`src/rtl/core/wem_pkg.sv`:
```
// ----------------------------------------------------------------------------
// Window edge magnitude package
// Shared sample and pixel types, register codes and the edge-strength function
// used by the line stores, the window and the top level.
// ----------------------------------------------------------------------------
package wem_pkg;

  localparam int unsigned SAMPLE_W   = 8;
  localparam int unsigned CFG_DATA_W = 11;
  localparam int unsigned CFG_IDX_W  = 1;

  localparam logic [CFG_IDX_W-1:0] REG_FRAME_WIDTH  = 1'b0;
  localparam logic [CFG_IDX_W-1:0] REG_FRAME_HEIGHT = 1'b1;

  localparam logic [CFG_DATA_W-1:0] FRAME_WIDTH_RST  = 11'd640;
  localparam logic [CFG_DATA_W-1:0] FRAME_HEIGHT_RST = 11'd480;

  typedef logic [SAMPLE_W-1:0] sample_t;

  localparam sample_t SAMPLE_MAX = 8'hFF;

  typedef struct packed {
    sample_t red;
    sample_t green;
    sample_t blue;
  } pixel_t;

  localparam pixel_t PIXEL_OUTSIDE = '{red: SAMPLE_MAX, green: SAMPLE_MAX, blue: SAMPLE_MAX};

  typedef struct packed {
    pixel_t upper;
    pixel_t middle;
  } line_word_t;

  typedef struct packed {
    pixel_t top;
    pixel_t mid;
    pixel_t bot;
  } column_t;

  typedef struct packed {
    logic emit;
    logic top_out;
    logic bot_out;
    logic left_out;
    logic right_out;
    logic last;
  } win_ctl_t;

  function automatic sample_t abs_diff(sample_t a, sample_t b);
    return (a > b) ? sample_t'(a - b) : sample_t'(b - a);
  endfunction

  function automatic sample_t edge_strength(
    sample_t v00, sample_t v01, sample_t v02,
    sample_t v10, sample_t v12,
    sample_t v20, sample_t v21, sample_t v22
  );
    sample_t d_diag;
    sample_t d_vert;
    sample_t d_horz;
    sample_t d_anti;
    sample_t m_a;
    sample_t m_b;
    d_diag = abs_diff(v00, v22);
    d_vert = abs_diff(v01, v21);
    d_horz = abs_diff(v10, v12);
    d_anti = abs_diff(v02, v20);
    m_a = (d_vert > d_diag) ? d_vert : d_diag;
    m_b = (d_anti > d_horz) ? d_anti : d_horz;
    return (m_b > m_a) ? m_b : m_a;
  endfunction

endpackage

```
`src/rtl/core/wem_if.sv`:
```


interface wem_out_if import wem_pkg::*; ();
  logic    valid;
  logic    ready;
  sample_t blue_edge;
  sample_t green_edge;
  sample_t red_edge;
  logic    last_of_frame;

  modport source (output valid, output blue_edge, output green_edge, output red_edge,
                  output last_of_frame, input ready);
  modport sink (input valid, input blue_edge, input green_edge, input red_edge,
                input last_of_frame, output ready);
endinterface

```
`src/rtl/core/wem_window_edge.sv`:
```
// ----------------------------------------------------------------------------
// Window edge magnitude window and result stage
// Holds the 3x3 window, masks neighbours outside the frame and registers the
// per-channel edge strength for the output channel.
// ----------------------------------------------------------------------------
module wem_window_edge import wem_pkg::*; (
  input  logic        clk,
  input  logic        rst_n,
  input  logic        shift_en,
  input  column_t     col_in,
  input  win_ctl_t    ctl_in,
  output logic        s2_free,
  wem_out_if.source   out_ch
);

  pixel_t   win_r [3][3];
  pixel_t   view [3][3];
  logic     v2_r;
  win_ctl_t ctl2_r;
  logic     o_en;
  logic     out_valid_r;
  sample_t  blue_edge_r;
  sample_t  green_edge_r;
  sample_t  red_edge_r;
  logic     last_r;

  assign o_en    = !out_valid_r || out_ch.ready;
  assign s2_free = !v2_r || o_en;

  always_ff @(posedge clk) begin
    if (!rst_n) begin
      for (int x = 0; x < 3; x++) begin
        for (int z = 0; z < 3; z++) begin
          win_r[x][z] <= PIXEL_OUTSIDE;
        end
      end
    end else if (shift_en) begin
      for (int x = 0; x < 3; x++) begin
        win_r[x][0] <= win_r[x][1];
        win_r[x][1] <= win_r[x][2];
      end
      win_r[0][2] <= col_in.top;
      win_r[1][2] <= col_in.mid;
      win_r[2][2] <= col_in.bot;
    end
  end

  always_ff @(posedge clk) begin
    if (!rst_n) begin
      v2_r <= 1'b0;
    end else if (s2_free) begin
      v2_r <= shift_en && ctl_in.emit;
    end
  end

  always_ff @(posedge clk) begin
    if (s2_free && shift_en) begin
      ctl2_r <= ctl_in;
    end
  end

  always_comb begin
    for (int x = 0; x < 3; x++) begin
      for (int z = 0; z < 3; z++) begin
        if ((x == 0 && ctl2_r.top_out) || (x == 2 && ctl2_r.bot_out) ||
            (z == 0 && ctl2_r.left_out) || (z == 2 && ctl2_r.right_out)) begin
          view[x][z] = PIXEL_OUTSIDE;
        end else begin
          view[x][z] = win_r[x][z];
        end
      end
    end
  end

  always_ff @(posedge clk) begin
    if (!rst_n) begin
      out_valid_r <= 1'b0;
    end else if (o_en) begin
      out_valid_r <= v2_r;
    end
  end

  always_ff @(posedge clk) begin
    if (o_en && v2_r) begin
      blue_edge_r  <= edge_strength(view[0][0].blue, view[0][1].blue, view[0][2].blue,
                                    view[1][0].blue, view[1][2].blue,
                                    view[2][0].blue, view[2][1].blue, view[2][2].blue);
      green_edge_r <= edge_strength(view[0][0].green, view[0][1].green, view[0][2].green,
                                    view[1][0].green, view[1][2].green,
                                    view[2][0].green, view[2][1].green, view[2][2].green);
      red_edge_r   <= edge_strength(view[0][0].red, view[0][1].red, view[0][2].red,
                                    view[1][0].red, view[1][2].red,
                                    view[2][0].red, view[2][1].red, view[2][2].red);
      last_r       <= ctl2_r.last;
    end
  end

  assign out_ch.valid         = out_valid_r;
  assign out_ch.blue_edge     = blue_edge_r;
  assign out_ch.green_edge    = green_edge_r;
  assign out_ch.red_edge      = red_edge_r;
  assign out_ch.last_of_frame = last_r;

endmodule

```
`src/flat_wrapper.sv`:
```
// flat-port wrapper written by rule: the top's interface ports become plain ports
module wem_window_edge_flat import wem_pkg::*;
  (clk, rst_n, shift_en, col_in, ctl_in, s2_free, out_ch_valid, out_ch_blue_edge, out_ch_green_edge, out_ch_red_edge, out_ch_last_of_frame, out_ch_ready);
  wem_out_if out_ch_i ();
  input  logic clk;
  input  logic rst_n;
  input  logic shift_en;
  input  column_t col_in;
  input  win_ctl_t ctl_in;
  output logic s2_free;
  output wire logic [$bits(out_ch_i.valid)-1:0] out_ch_valid;
  output wire logic [$bits(out_ch_i.blue_edge)-1:0] out_ch_blue_edge;
  output wire logic [$bits(out_ch_i.green_edge)-1:0] out_ch_green_edge;
  output wire logic [$bits(out_ch_i.red_edge)-1:0] out_ch_red_edge;
  output wire logic [$bits(out_ch_i.last_of_frame)-1:0] out_ch_last_of_frame;
  input wire logic [$bits(out_ch_i.ready)-1:0] out_ch_ready;
  assign out_ch_valid = out_ch_i.valid;
  assign out_ch_blue_edge = out_ch_i.blue_edge;
  assign out_ch_green_edge = out_ch_i.green_edge;
  assign out_ch_red_edge = out_ch_i.red_edge;
  assign out_ch_last_of_frame = out_ch_i.last_of_frame;
  assign out_ch_i.ready = out_ch_ready;
  wem_window_edge u_core (.clk(clk), .rst_n(rst_n), .shift_en(shift_en), .col_in(col_in), .ctl_in(ctl_in), .s2_free(s2_free), .out_ch(out_ch_i));
endmodule
```
`config.mk`:
```
export PLATFORM = sky130hd
export DESIGN_NAME = wem_window_edge_flat
export DESIGN_NICKNAME = d
export VERILOG_FILES = /design/src/rtl/core/wem_pkg.sv /design/src/rtl/core/wem_if.sv /design/src/rtl/core/wem_window_edge.sv /design/src/flat_wrapper.sv
export SDC_FILE = /design/constraint.sdc
export NUM_CORES = 1
export LEC_CHECK = 0
export BUFFER_PORTS_ARGS = -buffer_cell sky130_fd_sc_hd__buf_2
export CAP_MARGIN = 25
export CELL_PAD_IN_SITES_DETAIL_PLACEMENT = 0
export CELL_PAD_IN_SITES_GLOBAL_PLACEMENT = 1
export CORE_MARGIN = 2
export CORE_UTILIZATION = 40
export DETAILED_ROUTE_END_ITERATION = 8
export PLACE_DENSITY_LB_ADDON = 0.15
export SLEW_MARGIN = 20
export SYNTH_ARGS = -nofsm -noshare
export SYNTH_HDL_FRONTEND = slang
export SYNTH_SLANG_ARGS = --single-unit
```
`constraint.sdc`:
```
create_clock -name clk -period 11 [get_ports clk]
set_input_delay 1.1 -clock clk [delete_from_list [all_inputs] [get_ports clk]]
set_output_delay 1.1 -clock clk [all_outputs]
set_load 0.03 [all_outputs]
```
Word level (Yosys, flattened, before mapping)
Memory sizes are Yosys's and may differ from the RTL's. Cells that the tools add are included.

Flip-flop bits (word level): 32. RAM bits: 216. Input bits: 82. Logic and storage cells: 119. Memories kept: 1.

Add/subtract/negate cells: 24. Magnitude comparators: 21. Mux-type cells: 42. Bitwise gates (word level): 9. Reductions and logical operators: 11.

Memories: u_core.win_r (depth 3, bits a word 72, read ports 3, clocked after Yosys merged registers in 0, wr ports 3, line wem_window_edge.sv:16) `pixel_t win_r [3][3];`.

Operators with widths (count): $mux W24 (17); $sub A8 B8 Y8 (24); $gt A8 B8 Y1 (21); $mux W8 (21); $or A1 B1 Y1 (9); $logic_or A1 B1 Y1 (6); $mux W1 (4); $logic_and A1 B1 Y1 (3); $logic_not A1 Y1 (2).

Logic depth before layout (Yosys ltp)
Gate-level depths: netlist of run 1.

Word-level depth: 8. Depth in mapped cells: 34. Depth with buffers taken out: 31.

Worst setup path after synthesis of run 1
OpenSTA, ideal clock, no wires.

Kind: reg2reg. Start: register u_core.ctl2_r[2] in the netlist's numbering. End: register u_core.blue_edge_r[4] (netlist: u_core.out_ch.blue_edge[4]), data pin. Setup time: 260 ps. Data arrival time: 6682 ps. Required time: 10740 ps. Setup slack: 4058 ps. Stages on the path, launching flop included: 30. Buffers on the path: 4. Period minus slack after synthesis: 6942 ps. Cells stage by stage: edfxtp_1 > or2_2 > clkbuf_1 > clkbuf_1 > nor2_1 > ha_1 > a21oi_1 > o221ai_1 > o21ai_1 > mux2_2 > o21ai_1 > a31oi_1 > xor2_1 > ha_1 > nand4_1 > nor2_1 > o2111ai_1 > o211ai_1 > a21oi_1 > nor3_1 > buf_2 > mux2i_1 > ha_1 > nor2b_1 > o21a_1 > o21a_1 > o21ai_0 > a31o_2 > buf_1 > mux2_2.

Cells in the longest elaborated chain, start to end: 8. Elaborated cells between the ends (all ways): 23. Classes of those cells: add/sub: 6; order compare: 6; mux: 9; reduce/logical: 2.

RTL lines: start, declared (line wem_window_edge.sv:19) `win_ctl_t ctl2_r;`; start signal, assigned (line wem_window_edge.sv:58) `ctl2_r <= ctl_in;`; $logic_or A1 B1 Y1 (line wem_window_edge.sv:65) `if ((x == 0 && ctl2_r.top_out) || (x == 2 && ctl2_r.bot_out) ||`; $mux W24 (line wem_window_edge.sv:65); $sub A8 B8 Y8 or $gt A8 B8 Y1 (tied branches) (line wem_pkg.sv:51) `return (a > b) ? sample_t'(a - b) : sample_t'(b - a);`; $mux W8 (line wem_pkg.sv:51); $gt A8 B8 Y1 (on tied branches) (line wem_pkg.sv:70, wem_pkg.sv:69); $mux W8 (on tied branches) (line wem_pkg.sv:70, wem_pkg.sv:69); $gt A8 B8 Y1 (line wem_pkg.sv:71) `return (m_b > m_a) ? m_b : m_a;`; $mux W8 (*) (line wem_pkg.sv:71); end signal, assigned (line wem_window_edge.sv:85) `blue_edge_r <= edge_strength(view[0][0].blue, view[0][1].blue, view[0][2].blue,`; end, declared (line wem_window_edge.sv:22) `sample_t blue_edge_r;`.

Every way passes the cells marked *; elsewhere a longest branch is shown, timed or not. A chain may end at the register's enable or synchronous reset.

Worst setup path in the final report of run 1
Start: register u_core.ctl2_r[2] in the netlist's numbering. End: register u_core.blue_edge_r[5] (netlist: u_core.out_ch.blue_edge[5]), data pin.

Same word-level chain as after synthesis.

==> results.py, run 1 <==
metrics = {
    "worst_setup_path": {
        "timing.rr.start": "u_core.ctl2_r[2]$_DFFE_PP_",
        "required_ps": 11330,
        "worstPathArrival_ps": 8420,
        "endpoint_kind": "flop",
        "path_max_fanout": 53,
        "r2r_cells": 29,
        "max_stage_delay_ps": 640,
        "cp_slowest_cell": "a31oi_1",
        "crit_type": "flop to flop",
        "rrSetupSlack_ps": 2910,
        "r2r-end": "u_core.out_ch.blue_edge[5]$_DFFE_PP_",
        "critPathLaunchType": "flop",
    },
    "sta": {
        "fin_tns_setup_ps": 0,
        "setup_violations": 0,
        "fin_crit_ps": 8090,
        "relSlewSlack_pct": 30.6,
        "timing.final.ws_setup_ps": 2910,
        "drv_slew": 0,
        "skew_ps": 19.1,
        "hold_viol_final": 0,
        "worstMarginPinSlew_ps": 1040,
        "fin_crit_sh_pct": 73.5,
        "fmax_mhz": 124,
        "rsz0062_at_grt": "no",
    },
    "layout": {
        "layout-drive-gt1-share_pct": 22.1,
        "fillers": 4990,
        "nNetsFinal": 2615,
        "area_growth_pct": 10.7,
        "final_common_cell": "or2_2",
        "n_antenna_cell": 0,
        "final_cell_mix": "or2_2 (290), inv_1 (268), ha_1 (249)",
    },
    "global_routing": {
        "grt_overflow_total": 0,
        "grt_antenna_before_repair": 2,
        "grt_pass1_vias": 15100,
        "gr-usage-all-layers_pct": 19.8,
        "grt_start_max_net_pins": 165,
        "grt_pass1_wl_um": 84300,
    },
    "route": {
        "vias": 15500,
        "viasPerCell": 5.21,
        "totalWireLength_um": 53700,
        "post_drt_wl_per_cell_um": 18.1,
        "postRouteAntennaNets": 0,
        "route.detailed.drc": 0,
        "dr.pass1.iters": 5,
        "drt-initial-drc-count": 805,
    },
    "clock_network": {
        "h-tree-depth": 1,
        "cts_buffers": 31,
        "clockBufferDepth": 3,
        "tritoncts": "yes",
        "worstSkewPairLatency_ps": 580,
        "cts_hold_buffers": 0,
        "cts_sinks": 248,
        "clkTransAtPathRegs_ps": 70,
        "cts_resized": 0,
        "cts_root_buf": "clkbuf_16",
        "post_cts.repair.setup_buffers": 0,
    },
    "synthesis": {
        "synth_top_cell_by_area": "edfxtp_1",
        "ys_ff_latch": 248,
        "synthCells": 2185,
        "netlist_top_cells_area": "edfxtp_1 (35%), ha_1 (15%), or2_2 (8.7%)",
        "yosysUniqueCellTypes": 78,
        "seq_area_frac_synth_pct": 35.6,
        "syn_area_per_cell_sq_um": 9.56,
        "syn_area_sq_um": 20900,
        "ys.flop_type": "edfxtp_1",
        "async_reset_ff_share_pct": 0,
        "yosysTopAreaCellShare_pct": 35.4,
        "syn-num-nets": 2540,
        "synth-edff-count": 246,
        "ys_warn_count": 0,
    },
    "place": {
        "io_buffers": 108,
        "place.gp.congestion": 0.889,
        "hpwlAfterDp_um": 40900,
        "pre_cts_ws_ps": 2860,
    },
    "power": {
        "pwr-share-comb_pct": 45.1,
        "p_seq_share_pct": 30.0,
        "intPower_w": 0.00248,
        "peakVddDrop_mv": 0.138,
        "pwr_density_cell_nw_per_um2": 172,
        "switching_share_pct": 37.6,
        "clkPwrFrac_pct": 25.0,
        "total_power_w": 0.00397,
        "power_switching_w": 0.00149,
        "p_leak_nw": 9.93,
    },
    "min_path": {
        "hold_end": "u_core.win_r[0][132]$_SDFFCE_PN1P_",
        "worstHoldPathType": "flop to flop",
        "hold_start": "u_core.win_r[0][108]$_SDFFCE_PN1P_",
        "whs_path_depth": 1,
    },
    "status": {
        "status": "completed",
    },
    "die": {
        "num_rows": 83,
        "dieHeight_um": 233,
        "die-area_sq_um": 54100,
        "start_util_pct": 40.5,
        "die_w_um": 233,
        "io-pin-count": 109,
        "core_area_sq_um": 51500,
    },
    "job": {
        "max_cap_viol_count": 0,
    },
}
==> final cells by class <==
type | instances | area (sq um) | share of cell area (%)
multi-input cells | 1586 | 12200 | 52.6
flip-flops and latches | 248 | 7430 | 32.1
inverters | 268 | 1010 | 4.35
well taps | 680 | 851 | 3.68
clock buffers | 36 | 795 | 3.44
repair buffers | 125 | 704 | 3.05
clock inverters | 21 | 184 | 0.796
==> worst max-delay path, delay by kind of cell (launching register included) <==
family	cells	cell delay (ps)
XOR/XNOR	1	210
AO/OA/AOI/OAI	11	2900
flip-flops	1	320
adder cells (fa/ha/maj)	3	1030
AND/OR/NAND/NOR	9	1800
multiplexers	2	750
buffers and inverters	3	810
==> state kept, by name, summed over array words and instances (netlist names) <==
signal and cells:
u_core.out_ch.red_edge 8, u_core.win_r 216, u_core.out_ch.blue_edge 8, u_core.ctl2_r 5
u_core.out_ch.green_edge 8, u_core.v2_r 1, u_core.out_ch.last_of_frame 1, u_core.out_ch.valid 1
==> through the flow <==
| stage | cells | area, sq um | util (%) | hold slack [ps] |
|---|---|---|---|---|
| final | 2964 | 23100 | 44.9 | 495 |
| after global routing | 2964 | 23100 | 44.9 | 508 |
| after CTS | 2962 | 23100 | 44.8 | 491 |
| after detailed placement | 2905 | 22100 | 42.9 | 480 |
| after global placement | 2903 | 22100 | 42.9 | 477 |
| after floorplan | 2185 | 20900 | - | 400 |
==> cells by family after synthesis <==
group | after synthesis | synth area share, %
buffers and inverters | 351 | 6.43
DFF | 248 | 35.6
and+or+nand+nor | 735 | 19.6
xor gates and xnor gates | 64 | 2.72
adders and majority gates | 274 | 17.3
AOI/OAI and AO/OA | 386 | 12.2
muxes | 127 | 6.24
==> per-layer routing <==
metal	up-vias	GRT usage, %	wire length, um
li1	7754	-	-
met1	7353	28.6	26300
met2	285	31.5	24300
met3	61	2.18	2040
met4	0	4.50	1040
met5	-	0	0
==> how the worst max path moves through the flow <==
| stage | from | to | slack [ps] | depth (start not counted) |
|---|---|---|---|---|
| 4_1_cts | u_core.ctl2_r[4]$_DFFE_PP_ | u_core.out_ch.red_edge[0]$_DFFE_PP_ | 2830 | 28 |
| 6_report | u_core.ctl2_r[2]$_DFFE_PP_ | u_core.out_ch.blue_edge[5]$_DFFE_PP_ | 2910 | 29 |
| 3_3_place_gp | u_core.ctl2_r[3]$_DFFE_PP_ | u_core.out_ch.blue_edge[5]$_DFFE_PP_ | 2950 | 28 |
| 5_1_grt | u_core.ctl2_r[2]$_DFFE_PP_ | u_core.out_ch.blue_edge[6]$_DFFE_PP_ | 2080 | 30 |
| 3_5_place_dp | u_core.ctl2_r[4]$_DFFE_PP_ | u_core.out_ch.red_edge[0]$_DFFE_PP_ | 2860 | 28 |
| 2_1_floorplan | u_core.ctl2_r[2]$_DFFE_PP_ | u_core.out_ch.blue_edge[4]$_DFFE_PP_ | 4060 | 29 |
==> cells in the mapped netlist (5+ instances only) <==
cell	n
a2111oi_0	7
a211oi_1	14
a21boi_0	6
a21o_1	32
a21oi_1	90
a311oi_1	5
a31o_2	5
a31oi_1	9
and2_1	13
and3_1	9
buf_2	14
clkbuf_1	65
edfxtp_1	246
fa_1	24
ha_1	249
inv_1	268
mux2_2	25
mux2i_1	101
nand2_1	79
nand2b_1	20
nand3_1	33
nand3b_1	9
nand4_1	28
nor2_1	122
nor2b_1	43
nor3_1	7
o211ai_1	24
o21a_1	25
o21ai_0	71
o21ai_1	18
o21bai_1	9
o221ai_1	6
o22ai_1	7
o311ai_0	5
o31a_1	5
o31ai_1	9
or2_2	290
or3_1	65
xnor2_1	46
xor2_1	17
==> power groups by stage <==
stage / registers, W / logic [W] / clock network [W]
finish: 0.00119 / 0.00179 / 0.000992
global placement: 0.00121 / 0.00176 / 0
global route: 0.00120 / 0.00199 / 0.00105
floorplan: 0.00125 / 0.00130 / 0
CTS: 0.00119 / 0.00179 / 0.00102
detailed placement: 0.00121 / 0.00177 / 0
(Power assumes the default switching activity.)
==> run 2: changes to the inputs <==
ABC_AREA = 1   (was not set)
clock period = 8.4 ns   (was 11 ns; I/O delays follow)
==> run 2 against run 1 <==
Final area about the same. First-iteration DRC count up 8.0%. Clock skew down 1.2 ps. Non-clock buffer count down 8. Clock power up 31%. Via count up 5.4%. Cell count up 11%. Global-route usage down 0.42 points. Critical path depth unchanged. Area after synthesis up 0.47%. Sequential share of layout area about the same. Maximum frequency up 13%.
==> results.py, run 2 <==
metrics = {
    "worst_setup_path": {
        "timing.rr.start": "u_core.ctl2_r[4]$_DFFE_PP_",
        "critPathLaunchType": "flop",
        "cp_num_buf_inv": 5,
        "endpoint_kind": "flop",
        "r2r_cells": 29,
        "cp_slowest_cell": "inv_1",
        "cp_top_family": "compound AO/OA/AOI/OAI gates",
        "r2r-end": "u_core.out_ch.green_edge[7]$_DFFE_PP_",
        "max_stage_delay_ps": 640,
        "rrSetupSlack_ps": 1270,
        "critical_path_depth": 29,
        "required_ps": 8720,
        "crit_type": "flop to flop",
        "crit_top_cell": "nand2_1",
        "path_max_fanout": 24,
        "worstPathArrival_ps": 7450,
    },
    "sta": {
        "rsz0062_at_grt": "no",
        "skew_ps": 18.0,
        "hold_viol_final": 0,
        "fin_tns_setup_ps": 0,
        "setup_violations": 0,
        "relSlewSlack_pct": 33.9,
        "drv_slew": 0,
        "whs_ps": 422,
        "fin_crit_sh_pct": 84.9,
        "fmax_mhz": 140,
        "timing.final.ws_setup_ps": 1270,
        "worstMarginPinSlew_ps": 991,
        "fin_crit_ps": 7130,
    },
    "synthesis": {
        "syn_area_per_cell_sq_um": 8.38,
        "seq_area_frac_synth_pct": 35.4,
        "synth_top_cell_by_area": "edfxtp_1",
        "yosysUniqueCellTypes": 58,
        "synth-edff-count": 246,
        "syn-num-nets": 2858,
        "syn_area_sq_um": 21000,
        "ys.flop_type": "edfxtp_1",
        "synthTopCellsByCount": "nand2_1 (400), inv_1 (349), nor2_1 (256)",
        "ys_warn_count": 0,
        "post-synth-top-count-cell": "nand2_1",
        "synthCells": 2503,
        "netlist_top_cells_area": "edfxtp_1 (35%), ha_1 (15%), nand2_1 (7.2%)",
        "ys_ff_latch": 248,
        "async_reset_ff_share_pct": 0,
        "yosysTopAreaCellShare_pct": 35.2,
    },
    "min_path": {
        "whs_path_depth": 0,
        "hold_end": "u_core.out_ch.last_of_frame$_DFFE_PP_",
        "worstHoldPathType": "flop to flop",
        "hold_start": "u_core.ctl2_r[0]$_DFFE_PP_",
    },
    "layout": {
        "finish.utilization_pct": 44.8,
        "layout-drive-gt1-share_pct": 19.3,
        "nNetsFinal": 2936,
        "final-seq-area_sq_um": 7430,
        "final_cell_mix": "nand2_1 (399), inv_1 (349), nor2_1 (256)",
        "final_common_cell": "nand2_1",
        "fillers": 5100,
        "n_antenna_cell": 0,
        "stdcell_count": 3284,
        "multi_input_area_sq_um": 11900,
        "largest_register_ffs": 216,
        "regMostFlops": "u_core.win_r",
        "area_growth_pct": 10.2,
    },
    "route": {
        "viasPerCell": 4.96,
        "vias": 16300,
        "totalWireLength_um": 52000,
        "dr.pass1.iters": 5,
        "postRouteAntennaNets": 0,
        "post_drt_wl_per_cell_um": 15.8,
        "route.detailed.drc": 0,
        "drt-initial-drc-count": 869,
    },
    "global_routing": {
        "grt_pass1_vias": 16200,
        "grt_start_max_net_pins": 154,
        "grt_overflow_total": 0,
        "grt_pass1_wl_um": 84000,
        "gr-usage-all-layers_pct": 19.3,
        "grt_antenna_before_repair": 1,
    },
    "job": {
        "max_cap_viol_count": 0,
    },
    "clock_network": {
        "post_cts.repair.setup_buffers": 0,
        "clockBufferDepth": 3,
        "clkTransAtPathRegs_ps": 60,
        "worstSkewPairLatency_ps": 590,
        "cts_resized": 0,
        "tritoncts": "yes",
        "cts_hold_buffers": 0,
        "cts_buffers": 31,
        "cts_sinks": 248,
        "cts_root_buf": "clkbuf_16",
        "h-tree-depth": 1,
    },
    "power": {
        "peakVddDrop_mv": 0.177,
        "p_leak_nw": 9.98,
        "pwr_density_cell_nw_per_um2": 241,
    },
    "die": {
        "die_w_um": 233,
        "core_area_sq_um": 51600,
        "dieHeight_um": 233,
        "num_rows": 83,
        "die-area_sq_um": 54300,
        "io-pin-count": 109,
        "start_util_pct": 40.7,
    },
    "place": {
        "hpwlAfterDp_um": 40100,
        "placed_cells": 3228,
        "io_buffers": 108,
        "pre_cts_ws_ps": 1320,
        "place.gp.congestion": 0.876,
    },
    "status": {
        "status": "completed",
    },
}
-- run 2: cell count changes after synthesis, sizes merged, moves of 59 or more --
cell	delta
a21oi	+64
inv	+91
mux2i	-92
nand2	+392
nand3	+59
nor2	+142
or2	-71
or3	-66
-- run 2: how the worst max path moves through the flow --
stage | startpoint | to | slack, ps
6_report | u_core.ctl2_r[4]$_DFFE_PP_ | u_core.out_ch.green_edge[7]$_DFFE_PP_ | 1270
5_1_grt | u_core.ctl2_r[4]$_DFFE_PP_ | u_core.out_ch.green_edge[7]$_DFFE_PP_ | 450
4_1_cts | u_core.ctl2_r[4]$_DFFE_PP_ | u_core.out_ch.green_edge[7]$_DFFE_PP_ | 1280
3_5_place_dp | u_core.ctl2_r[4]$_DFFE_PP_ | u_core.out_ch.green_edge[6]$_DFFE_PP_ | 1320
3_3_place_gp | u_core.ctl2_r[4]$_DFFE_PP_ | u_core.out_ch.green_edge[7]$_DFFE_PP_ | 1310
2_1_floorplan | u_core.ctl2_r[1]$_DFFE_PP_ | u_core.out_ch.red_edge[0]$_DFFE_PP_ | 2960
-- run 2: per-layer routing --
| metal | vias to the layer above | global-route usage (%) | routed length (um) | share of wire, % |
|---|---|---|---|---|
| met1 | 7578 | 26.9 | 25400 | 49 |
| met3 | 69 | 2.50 | 2050 | 3.9 |
| met5 | - | 0 | 0 | 0 |
| met4 | 0 | 4.18 | 1140 | 2.2 |
| met2 | 321 | 32.1 | 23400 | 45 |
| li1 | 8312 | - | - | - |
-- run 2: area by class of cell --
class / instances / share of cell area (%)
flip-flops and latches: 248 / 32.1
clock buffers: 37 / 3.45
multi-input cells: 1824 / 51.4
inverters: 359 / 5.83
repair buffers: 117 / 2.80
clock inverters: 19 / 0.758
well taps: 680 / 3.68
-- run 2: power by group --
group / leakage (nW) / internal (W) / switching, W / total [W]
Clock: 0.464 / 0.000741 / 0.000555 / 0.00130
Sequential: 2.14 / 0.00155 / 0.0000467 / 0.00160
Combinational: 7.37 / 0.000907 / 0.00176 / 0.00267
-- run 2: cell families after synthesis --
kind of cell	share of synthesized area, %
AND/OR/NAND/NOR	24.8
buffers and inverters	8.10
AO/OA/AOI/OAI	10.2
adder cells (fa/ha/maj)	17.1
XOR/XNOR	3.84
multiplexers	0.590
flip-flops	35.4
-- run 2: per-stage QoR --
stage	instance area [sq um]	power [W]
floorplan	21000	0.00363
global placement	22100	0.00424
detailed placement	22200	0.00428
CTS	23100	0.00560
global route	23100	0.00605
finish	23100	0.00556
